File: config.mk
export PLATFORM = sky130hd
export DESIGN_NAME = led_pixel_spi_symbol_encoder_core
export DESIGN_NICKNAME = d
export VERILOG_FILES = /design/src/rtl/lpse_pkg.sv /design/src/rtl/lpse_front.sv /design/src/rtl/lpse_queue.sv /design/src/rtl/lpse_back.sv /design/src/rtl/led_pixel_spi_symbol_encoder_core.sv
export SDC_FILE = /design/constraint.sdc
export NUM_CORES = 1
export LEC_CHECK = 0
export ABC_AREA = 1
export BUFFER_PORTS_ARGS = -buffer_cell sky130_fd_sc_hd__buf_2
export CORE_MARGIN = 2
export CORE_UTILIZATION = 51
export CTS_CLUSTER_DIAMETER = 60
export DETAILED_ROUTE_END_ITERATION = 8
export GPL_TIMING_DRIVEN = 0
export PLACE_DENSITY = 0.72
export SYNTH_ARGS = -nofsm -noshare
export SYNTH_HDL_FRONTEND = slang
export SYNTH_SLANG_ARGS = --single-unit
File: constraint.sdc
create_clock -name clk -period 4.8 [get_ports clk]
set_input_delay 0.72 -clock clk [delete_from_list [all_inputs] [get_ports clk]]
set_output_delay 0.72 -clock clk [all_outputs]
set_load 0.005 [all_outputs]
File: src/rtl/lpse_pkg.sv
// ----------------------------------------------------------------------------
// lpse_pkg
// Shared types and constants for the LED pixel SPI symbol encoder.
// ----------------------------------------------------------------------------
package lpse_pkg;

  localparam int CFG_IDX_W  = 2;
  localparam int CFG_DATA_W = 24;
  localparam int COLOR_W    = 24;
  localparam int POS_W      = 4;
  localparam int GRADE_W    = 3;

  localparam logic [CFG_IDX_W-1:0] REG_DIM_GRADE   = 2'd0;
  localparam logic [CFG_IDX_W-1:0] REG_TEMP_STEP   = 2'd1;
  localparam logic [CFG_IDX_W-1:0] REG_BLANK_COLOR = 2'd2;

  localparam logic [GRADE_W-1:0] GRADE_THIRD     = 3'd1;
  localparam logic [GRADE_W-1:0] GRADE_ALTERNATE = 3'd2;
  localparam logic [GRADE_W-1:0] GRADE_THREE_OF4 = 3'd3;
  localparam logic [GRADE_W-1:0] GRADE_ALL       = 3'd4;

  localparam logic [POS_W-1:0] POS_LAST = 4'd11;

  localparam logic [7:0] SYM_ONE   = 8'hF0;
  localparam logic [7:0] SYM_ZERO  = 8'h30;
  localparam logic [7:0] SYM_RESET = 8'h00;

  localparam int PIXEL_BYTES = 24;

  typedef struct packed {
    logic               is_reset;
    logic [COLOR_W-1:0] color;
  } cmd_t;

  typedef struct packed {
    logic full;
    logic empty;
  } q_status_t;

endpackage

File: src/rtl/lpse_front.sv
// ----------------------------------------------------------------------------
// lpse_front
// Config registers, frame position tracking, dimming and temperature
// adjustment; turns each accepted input beat into one command word.
// ----------------------------------------------------------------------------
module lpse_front (
  input  logic                          clk,
  input  logic                          rst_n,
  input  logic                          cfg_valid,
  input  logic [lpse_pkg::CFG_IDX_W-1:0]  cfg_index,
  input  logic [lpse_pkg::CFG_DATA_W-1:0] cfg_wdata,
  input  logic                          in_fire,
  input  logic                          in_mode,
  input  logic [7:0]                    in_byte0,
  input  logic [7:0]                    in_byte1,
  input  logic [7:0]                    in_byte2,
  output lpse_pkg::cmd_t                cmd
);
  import lpse_pkg::*;

  logic [GRADE_W-1:0] dim_grade_r;
  logic [7:0]         temp_step_r;
  logic [COLOR_W-1:0] blank_color_r;
  logic [POS_W-1:0]   pos_r;
  logic [POS_W-1:0]   pos_nxt;
  logic               blanked;
  logic [7:0]         adj0;
  logic [7:0]         adj2;

  always_ff @(posedge clk) begin
    if (!rst_n) begin
      dim_grade_r   <= '0;
      temp_step_r   <= '0;
      blank_color_r <= '0;
    end else if (cfg_valid) begin
      case (cfg_index)
        REG_DIM_GRADE:   dim_grade_r   <= cfg_wdata[GRADE_W-1:0];
        REG_TEMP_STEP:   temp_step_r   <= cfg_wdata[7:0];
        REG_BLANK_COLOR: blank_color_r <= cfg_wdata;
        default: ;
      endcase
    end
  end

  // position holds (k-1) mod 12
  always_comb begin
    case (dim_grade_r)
      GRADE_THIRD:     blanked = pos_r inside {4'd2, 4'd5, 4'd8, 4'd11};
      GRADE_ALTERNATE: blanked = pos_r[0];
      GRADE_THREE_OF4: blanked = (pos_r[1:0] != 2'd0);
      GRADE_ALL:       blanked = 1'b1;
      default:         blanked = 1'b0;
    endcase
  end

  assign adj0 = in_byte0 + {temp_step_r[6:0], 1'b0};
  assign adj2 = in_byte2 + {temp_step_r[5:0], 2'b00};

  always_comb begin
    cmd.is_reset = in_mode;
    cmd.color    = blanked ? blank_color_r : {adj0, in_byte1, adj2};
  end

  always_comb begin
    if (in_mode || pos_r == POS_LAST) begin
      pos_nxt = '0;
    end else begin
      pos_nxt = pos_r + 4'd1;
    end
  end

  always_ff @(posedge clk) begin
    if (!rst_n) begin
      pos_r <= '0;
    end else if (in_fire) begin
      pos_r <= pos_nxt;
    end
  end

endmodule

File: src/rtl/lpse_queue.sv
// ----------------------------------------------------------------------------
// lpse_queue
// Two-entry command queue between the front and the serializer.
// ----------------------------------------------------------------------------
module lpse_queue (
  input  logic                clk,
  input  logic                rst_n,
  input  logic                push,
  input  lpse_pkg::cmd_t      push_cmd,
  input  logic                pop,
  output lpse_pkg::cmd_t      head_cmd,
  output lpse_pkg::q_status_t status
);
  import lpse_pkg::*;

  cmd_t       entry_r [2];
  logic       wr_ptr_r;
  logic       rd_ptr_r;
  logic [1:0] count_r;
  logic [1:0] count_nxt;

  always_ff @(posedge clk) begin
    if (push) begin
      entry_r[wr_ptr_r] <= push_cmd;
    end
  end

  always_comb begin
    count_nxt = count_r;
    if (push && !pop) begin
      count_nxt = count_r + 2'd1;
    end else if (pop && !push) begin
      count_nxt = count_r - 2'd1;
    end
  end

  always_ff @(posedge clk) begin
    if (!rst_n) begin
      wr_ptr_r <= 1'b0;
      rd_ptr_r <= 1'b0;
      count_r  <= '0;
    end else begin
      if (push) begin
        wr_ptr_r <= ~wr_ptr_r;
      end
      if (pop) begin
        rd_ptr_r <= ~rd_ptr_r;
      end
      count_r <= count_nxt;
    end
  end

  assign head_cmd     = entry_r[rd_ptr_r];
  assign status.full  = (count_r == 2'd2);
  assign status.empty = (count_r == 2'd0);

endmodule

File: src/rtl/lpse_back.sv
// ----------------------------------------------------------------------------
// lpse_back
// Serializer: walks the head command byte by byte into the output register.
// ----------------------------------------------------------------------------
module lpse_back #(
  parameter int RESET_BYTES = 33
) (
  input  logic           clk,
  input  logic           rst_n,
  input  logic           head_valid,
  input  lpse_pkg::cmd_t head_cmd,
  output logic           pop,
  output logic           out_valid,
  input  logic           out_ready,
  output logic [7:0]     out_spi_byte,
  output logic           out_last
);
  import lpse_pkg::*;

  localparam int MAX_BYTES = (RESET_BYTES > PIXEL_BYTES) ? RESET_BYTES : PIXEL_BYTES;
  localparam int CW        = $clog2(MAX_BYTES);

  logic [CW-1:0] idx_r;
  logic          out_valid_r;
  logic [7:0]    spi_r;
  logic          last_r;
  logic          advance;
  logic          is_last;
  logic [4:0]    bit_sel;
  logic [7:0]    sym;

  assign advance = head_valid && (!out_valid_r || out_ready);
  assign bit_sel = 5'(PIXEL_BYTES - 1) - idx_r[4:0];
  assign is_last = head_cmd.is_reset ? (idx_r == CW'(RESET_BYTES - 1))
                                     : (idx_r == CW'(PIXEL_BYTES - 1));

  always_comb begin
    if (head_cmd.is_reset) begin
      sym = SYM_RESET;
    end else if (head_cmd.color[bit_sel]) begin
      sym = SYM_ONE;
    end else begin
      sym = SYM_ZERO;
    end
  end

  assign pop = advance && is_last;

  always_ff @(posedge clk) begin
    if (!rst_n) begin
      idx_r       <= '0;
      out_valid_r <= 1'b0;
    end else if (advance) begin
      idx_r       <= is_last ? '0 : idx_r + CW'(1);
      out_valid_r <= 1'b1;
    end else if (out_ready) begin
      out_valid_r <= 1'b0;
    end
  end

  always_ff @(posedge clk) begin
    if (advance) begin
      spi_r  <= sym;
      last_r <= is_last;
    end
  end

  assign out_valid    = out_valid_r;
  assign out_spi_byte = spi_r;
  assign out_last     = last_r;

endmodule

File: src/rtl/led_pixel_spi_symbol_encoder_core.sv
// ----------------------------------------------------------------------------
// led_pixel_spi_symbol_encoder_core
// Encodes LED pixels into SPI symbol bytes with dimming and color temperature.
// ----------------------------------------------------------------------------
// Usage:
//   in_*  : one beat per pixel (in_mode 0) or frame reset (in_mode 1)
//   out_* : one SPI symbol byte per beat, out_last on the final byte of a run
//   cfg_* : register writes (dim grade, temp step, blank color), always ready;
//           write only while the block is idle
// A pixel becomes 24 bytes (0xF0 per one, 0x30 per zero, MSB first); a frame
// reset becomes RESET_BYTES zero bytes and restarts the position count.
// An accepted beat is written into the command queue, and the serializer
// registers its first byte once the beat reaches the queue head. Throughput:
// one byte per cycle from the serializer while out_ready holds. A two-entry
// command queue lets input beats be accepted while the serializer runs.
// Reset clears config, position, queue and output valid. When the receiver
// stalls, the output byte holds and the queue fills; in_ready drops when full.
// ----------------------------------------------------------------------------
module led_pixel_spi_symbol_encoder_core #(
  parameter int RESET_BYTES = 33
) (
  input  logic                          clk,
  input  logic                          rst_n,
  input  logic                          cfg_valid,
  output logic                          cfg_ready,
  input  logic [lpse_pkg::CFG_IDX_W-1:0]  cfg_index,
  input  logic [lpse_pkg::CFG_DATA_W-1:0] cfg_wdata,
  input  logic                          in_valid,
  output logic                          in_ready,
  input  logic                          in_mode,
  input  logic [7:0]                    in_byte0,
  input  logic [7:0]                    in_byte1,
  input  logic [7:0]                    in_byte2,
  output logic                          out_valid,
  input  logic                          out_ready,
  output logic [7:0]                    out_spi_byte,
  output logic                          out_last
);
  import lpse_pkg::*;

  cmd_t      front_cmd;
  cmd_t      head_cmd;
  q_status_t q_status;
  logic      in_fire;
  logic      pop;

  assign cfg_ready = 1'b1;
  assign in_ready  = !q_status.full;
  assign in_fire   = in_valid && in_ready;

  lpse_front u_front (
    .clk       (clk),
    .rst_n     (rst_n),
    .cfg_valid (cfg_valid),
    .cfg_index (cfg_index),
    .cfg_wdata (cfg_wdata),
    .in_fire   (in_fire),
    .in_mode   (in_mode),
    .in_byte0  (in_byte0),
    .in_byte1  (in_byte1),
    .in_byte2  (in_byte2),
    .cmd       (front_cmd)
  );

  lpse_queue u_queue (
    .clk      (clk),
    .rst_n    (rst_n),
    .push     (in_fire),
    .push_cmd (front_cmd),
    .pop      (pop),
    .head_cmd (head_cmd),
    .status   (q_status)
  );

  lpse_back #(
    .RESET_BYTES (RESET_BYTES)
  ) u_back (
    .clk          (clk),
    .rst_n        (rst_n),
    .head_valid   (!q_status.empty),
    .head_cmd     (head_cmd),
    .pop          (pop),
    .out_valid    (out_valid),
    .out_ready    (out_ready),
    .out_spi_byte (out_spi_byte),
    .out_last     (out_last)
  );

  a_sym_legal: assert property (@(posedge clk) disable iff (!rst_n)
    out_valid |-> (out_spi_byte == SYM_ONE || out_spi_byte == SYM_ZERO ||
                   out_spi_byte == SYM_RESET))
    else $error("illegal symbol byte");

  a_no_pop_empty: assert property (@(posedge clk) disable iff (!rst_n)
    pop |-> !q_status.empty)
    else $error("pop from empty queue");

  a_queue_flags: assert property (@(posedge clk) disable iff (!rst_n)
    !(q_status.full && q_status.empty))
    else $error("queue full and empty");

  a_reset_clears: assert property (@(posedge clk)
    !rst_n |=> !out_valid && in_ready)
    else $error("reset did not clear output");

  a_out_hold: assert property (@(posedge clk) disable iff (!rst_n)
    (out_valid && !out_ready) |=>
      (out_valid && $stable(out_spi_byte) && $stable(out_last)))
    else $error("output beat changed while stalled");

endmodule

==> flow_metrics.tcl <==
set metrics [dict create \
    drt_first_pass_iters 4 \
    path_cells "buf_2 > nand3_2 > o21ai_1 > and3_4 > nand2_2 > ha_1 > a21oi_1 > o21ai_0 > o21ai_0 > a21oi_1" \
    dieWidth_um 103 \
    fin_crit_sh_pct 44.1 \
    routed_wl_um 10600 \
    crit_arrival_ns 2.37 \
    synth_area_um2 5000 \
    finalInstanceArea_um2 5730 \
    busiest_layer "met2" \
    synth_xor_area_share_pct 2.28 \
    r2r-end "u_queue.count_r[1]" \
    first_global_vias 3744 \
    drive_gt1_share_pct 17.6 \
    p_per_area_nw_per_um2 394 \
    hold_viol 0 \
    crit_end "u_queue.count_r[1]" \
    worstSetupPathType "reg2reg" \
    antenna_left 0 \
    start_util_pct 51.9 \
    vias 3958 \
    synth-seq-cells 103 \
    clk_latency_ns 0.37 \
    synth_top_family_by_area "simple AND/OR/NAND/NOR gates" \
    synth_cell_type_count 33 \
    rsz0062_at_grt "false" \
    coreArea_um2 9640 \
    cts_buffers 9 \
    reg2regPathDepth 10 \
    viasPerCell 4.87 \
    tns_ns 0 \
    place.gp.congestion 0.871 \
    yosys.area_share.simple_pct 23.1 \
    status "completed" \
    cts-htree-levels 3 \
    die-area_um2 10600 \
    yosysSeqAreaShare_pct 51.8 \
    worst-path-stages 10 \
    clock-root-buffer "clkbuf_8" \
    max_stage_delay_ns 0.34 \
    crit_start "u_back.idx_r[1]" \
    maxCapViolCount 0 \
    cts_hold_buf 0 \
    ios 68 \
    post-cts-setup-buffers 0 \
    dieHeight_um 103 \
    clock.fmax_mhz 472 \
    overflow 0 \
    grt_pass1_wl_um 17200 \
    drtIter0Drc 157 \
    antenna_found_initial 0 \
    finClkSkew_ns 0.0150 \
    diodes 0 \
    synth_area_per_cell_um2 8.38 \
    cts.sinks 103 \
    critical_path.max_fanout 8 \
    cts_tree "built" \
    area_growth_pct 14.6 \
    worstHoldPathType "reg2reg" \
    critPathBufInv 1 \
    cts_buffer_depth 2 \
    placed_cell_area_um2 5530 \
    synth_compound_area_share_pct 9.43 \
    cp.required_ns 5.05 \
    rows 36 \
    post_drt_wl_per_cell_um 13.0 \
    port_buffers 62 \
    tightest_slew_ns 0.744 \
    synth.area.mux_share_pct 0 \
    ff2ff_setup_slack_ns 2.68 \
    cp_slowest_cell "dfxtp_1" \
    syn_inst 597 \
    worstSetupEndpointType "flip-flop" \
    p_leak_nw 2.58 \
    r2r_start "u_back.idx_r[1]" \
    grt_usage_pct 21.3 \
    synth_fa_ha_area_share_pct 5.30 \
    path_delay_family "compound AO/OA/AOI/OAI gates" \
    clkTransAtPathRegs_ns 0.10 \
    use_met1_pct 26.4 \
    startpoint_type "flip-flop" \
    setup_viol 0 \
    final_common_cell "nand2_1" \
    relSlewSlack_pct 50.3 \
    grtUsageMet2_pct 37.7 \
    post-dp-hpwl_um 8160 \
    maxSlewViolCount 0 \
    fin_nets 751 \
    peakVddDrop_mv 0.165 \
    drc 0 \
    use_met3_pct 4.88 \
    yosys_warnings 0 \
    final_cell_mix "nand2_1, nor2_1, buf_2" \
    post-route-min-period_ns 2.12 \
    grt_max_degree 18 \
    cts_resized 0 \
]
==> report_power, final <==
group	switching (mW)	leakage, nW	internal [mW]	total, mW
clock network	0.300	0.109	0.254	0.554
registers	0.0487	0.908	1.06	1.11
logic	0.372	1.56	0.221	0.592
total	0.720	2.58	1.54	2.26
==> worst min path at each step <==
stage | startpoint | end | slack (ns) | cells past startpoint
2_1_floorplan | u_front.temp_step_r[6] | u_front.temp_step_r[6] | 0.44 | 2
3_3_place_gp | u_front.temp_step_r[6] | u_front.temp_step_r[6] | 0.45 | 2
3_5_place_dp | u_front.temp_step_r[6] | u_front.temp_step_r[6] | 0.46 | 2
4_1_cts | u_front.temp_step_r[6] | u_front.temp_step_r[6] | 0.47 | 2
5_1_grt | u_front.temp_step_r[6] | u_front.temp_step_r[6] | 0.50 | 2
6_report | u_front.temp_step_r[6] | u_front.temp_step_r[6] | 0.48 | 2
==> flip-flops by register name, summed over array words and instances (netlist names), named ones only <==
name                   count
u_front.temp_step_r        7
u_front.blank_color_r     24
u_front.pos_r              4
u_back.out_valid           1
u_front.dim_grade_r        3
u_queue.rd_ptr_r           1
u_back.out_spi_byte        2
u_queue.count_r            2
u_back.idx_r               6
u_back.out_last            1
u_queue.wr_ptr_r           1
u_queue.entry_r           50
==> Yosys cell counts (all sizes together) <==
master | count | area share, %
a211oi | 2 | 0.30
a21o | 1 | 0.15
a21oi | 26 | 2.8
a31oi | 1 | 0.13
and3 | 1 | 0.23
buf | 22 | 3.2
clkbuf | 5 | 0.38
conb | 2 | 0.15
dfxtp | 50 | 20
edfxtp | 53 | 32
fa | 2 | 0.80
ha | 18 | 4.5
inv | 57 | 4.3
nand2 | 159 | 12
nand3 | 32 | 3.4
nand4 | 3 | 0.38
nor2 | 88 | 6.7
nor3 | 1 | 0.10
o21a | 1 | 0.15
o21ai | 58 | 5.9
or2 | 2 | 0.25
xnor2 | 3 | 0.53
xor2 | 10 | 1.8
==> final cells by class <==
cell class	instances	area [um^2]
plain buffers	27	180
clock buffers	12	176
clock inverters	4	32.5
fillers	904	3910
inverters	57	214
multi-input cells	413	2030
flip-flops and latches	103	2590
well taps	133	166
repair buffers	64	340
==> logic make-up after synthesis <==
logic type                 count (synthesis)
AOI/OAI and AO/OA                         89
DFF                                      103
other                                      2
adders and majority gates                 20
and+or+nand+nor                          286
buffers and inverters                     84
xor gates and xnor gates                  13
==> layer usage <==
| metal | up-vias | part of all wire [%] |
|---|---|---|
| li1 | 2084 | - |
| met1 | 1769 | 45 |
| met2 | 92 | 49 |
| met3 | 13 | 4.7 |
| met4 | 0 | 1.4 |
| met5 | - | 0 |
==> worst reg2reg max path, stage by stage (launching register included) <==
cell,delay (ns)
dfxtp_1,0.34
buf_2,0.20
nand3_2,0.17
o21ai_1,0.22
and3_4,0.23
nand2_2,0.06
ha_1,0.32
a21oi_1,0.12
o21ai_0,0.12
o21ai_0,0.19
a21oi_1,0.06
==> through the flow <==
stage	setup slack, ns	power, mW	utilization [%]	hold WS (ns)	std cells
2_1_floorplan	2.45	1.53	-	0.436	600
3_3_place_gp	1.71	1.70	57.0	0.454	795
3_5_place_dp	2.43	1.73	57.3	0.459	797
4_1_cts	2.68	2.27	59.5	0.473	813
5_1_grt	2.51	2.40	59.5	0.502	813
6_report	2.68	2.26	59.5	0.476	813
Note: power is estimated with default switching activity, not from simulation.
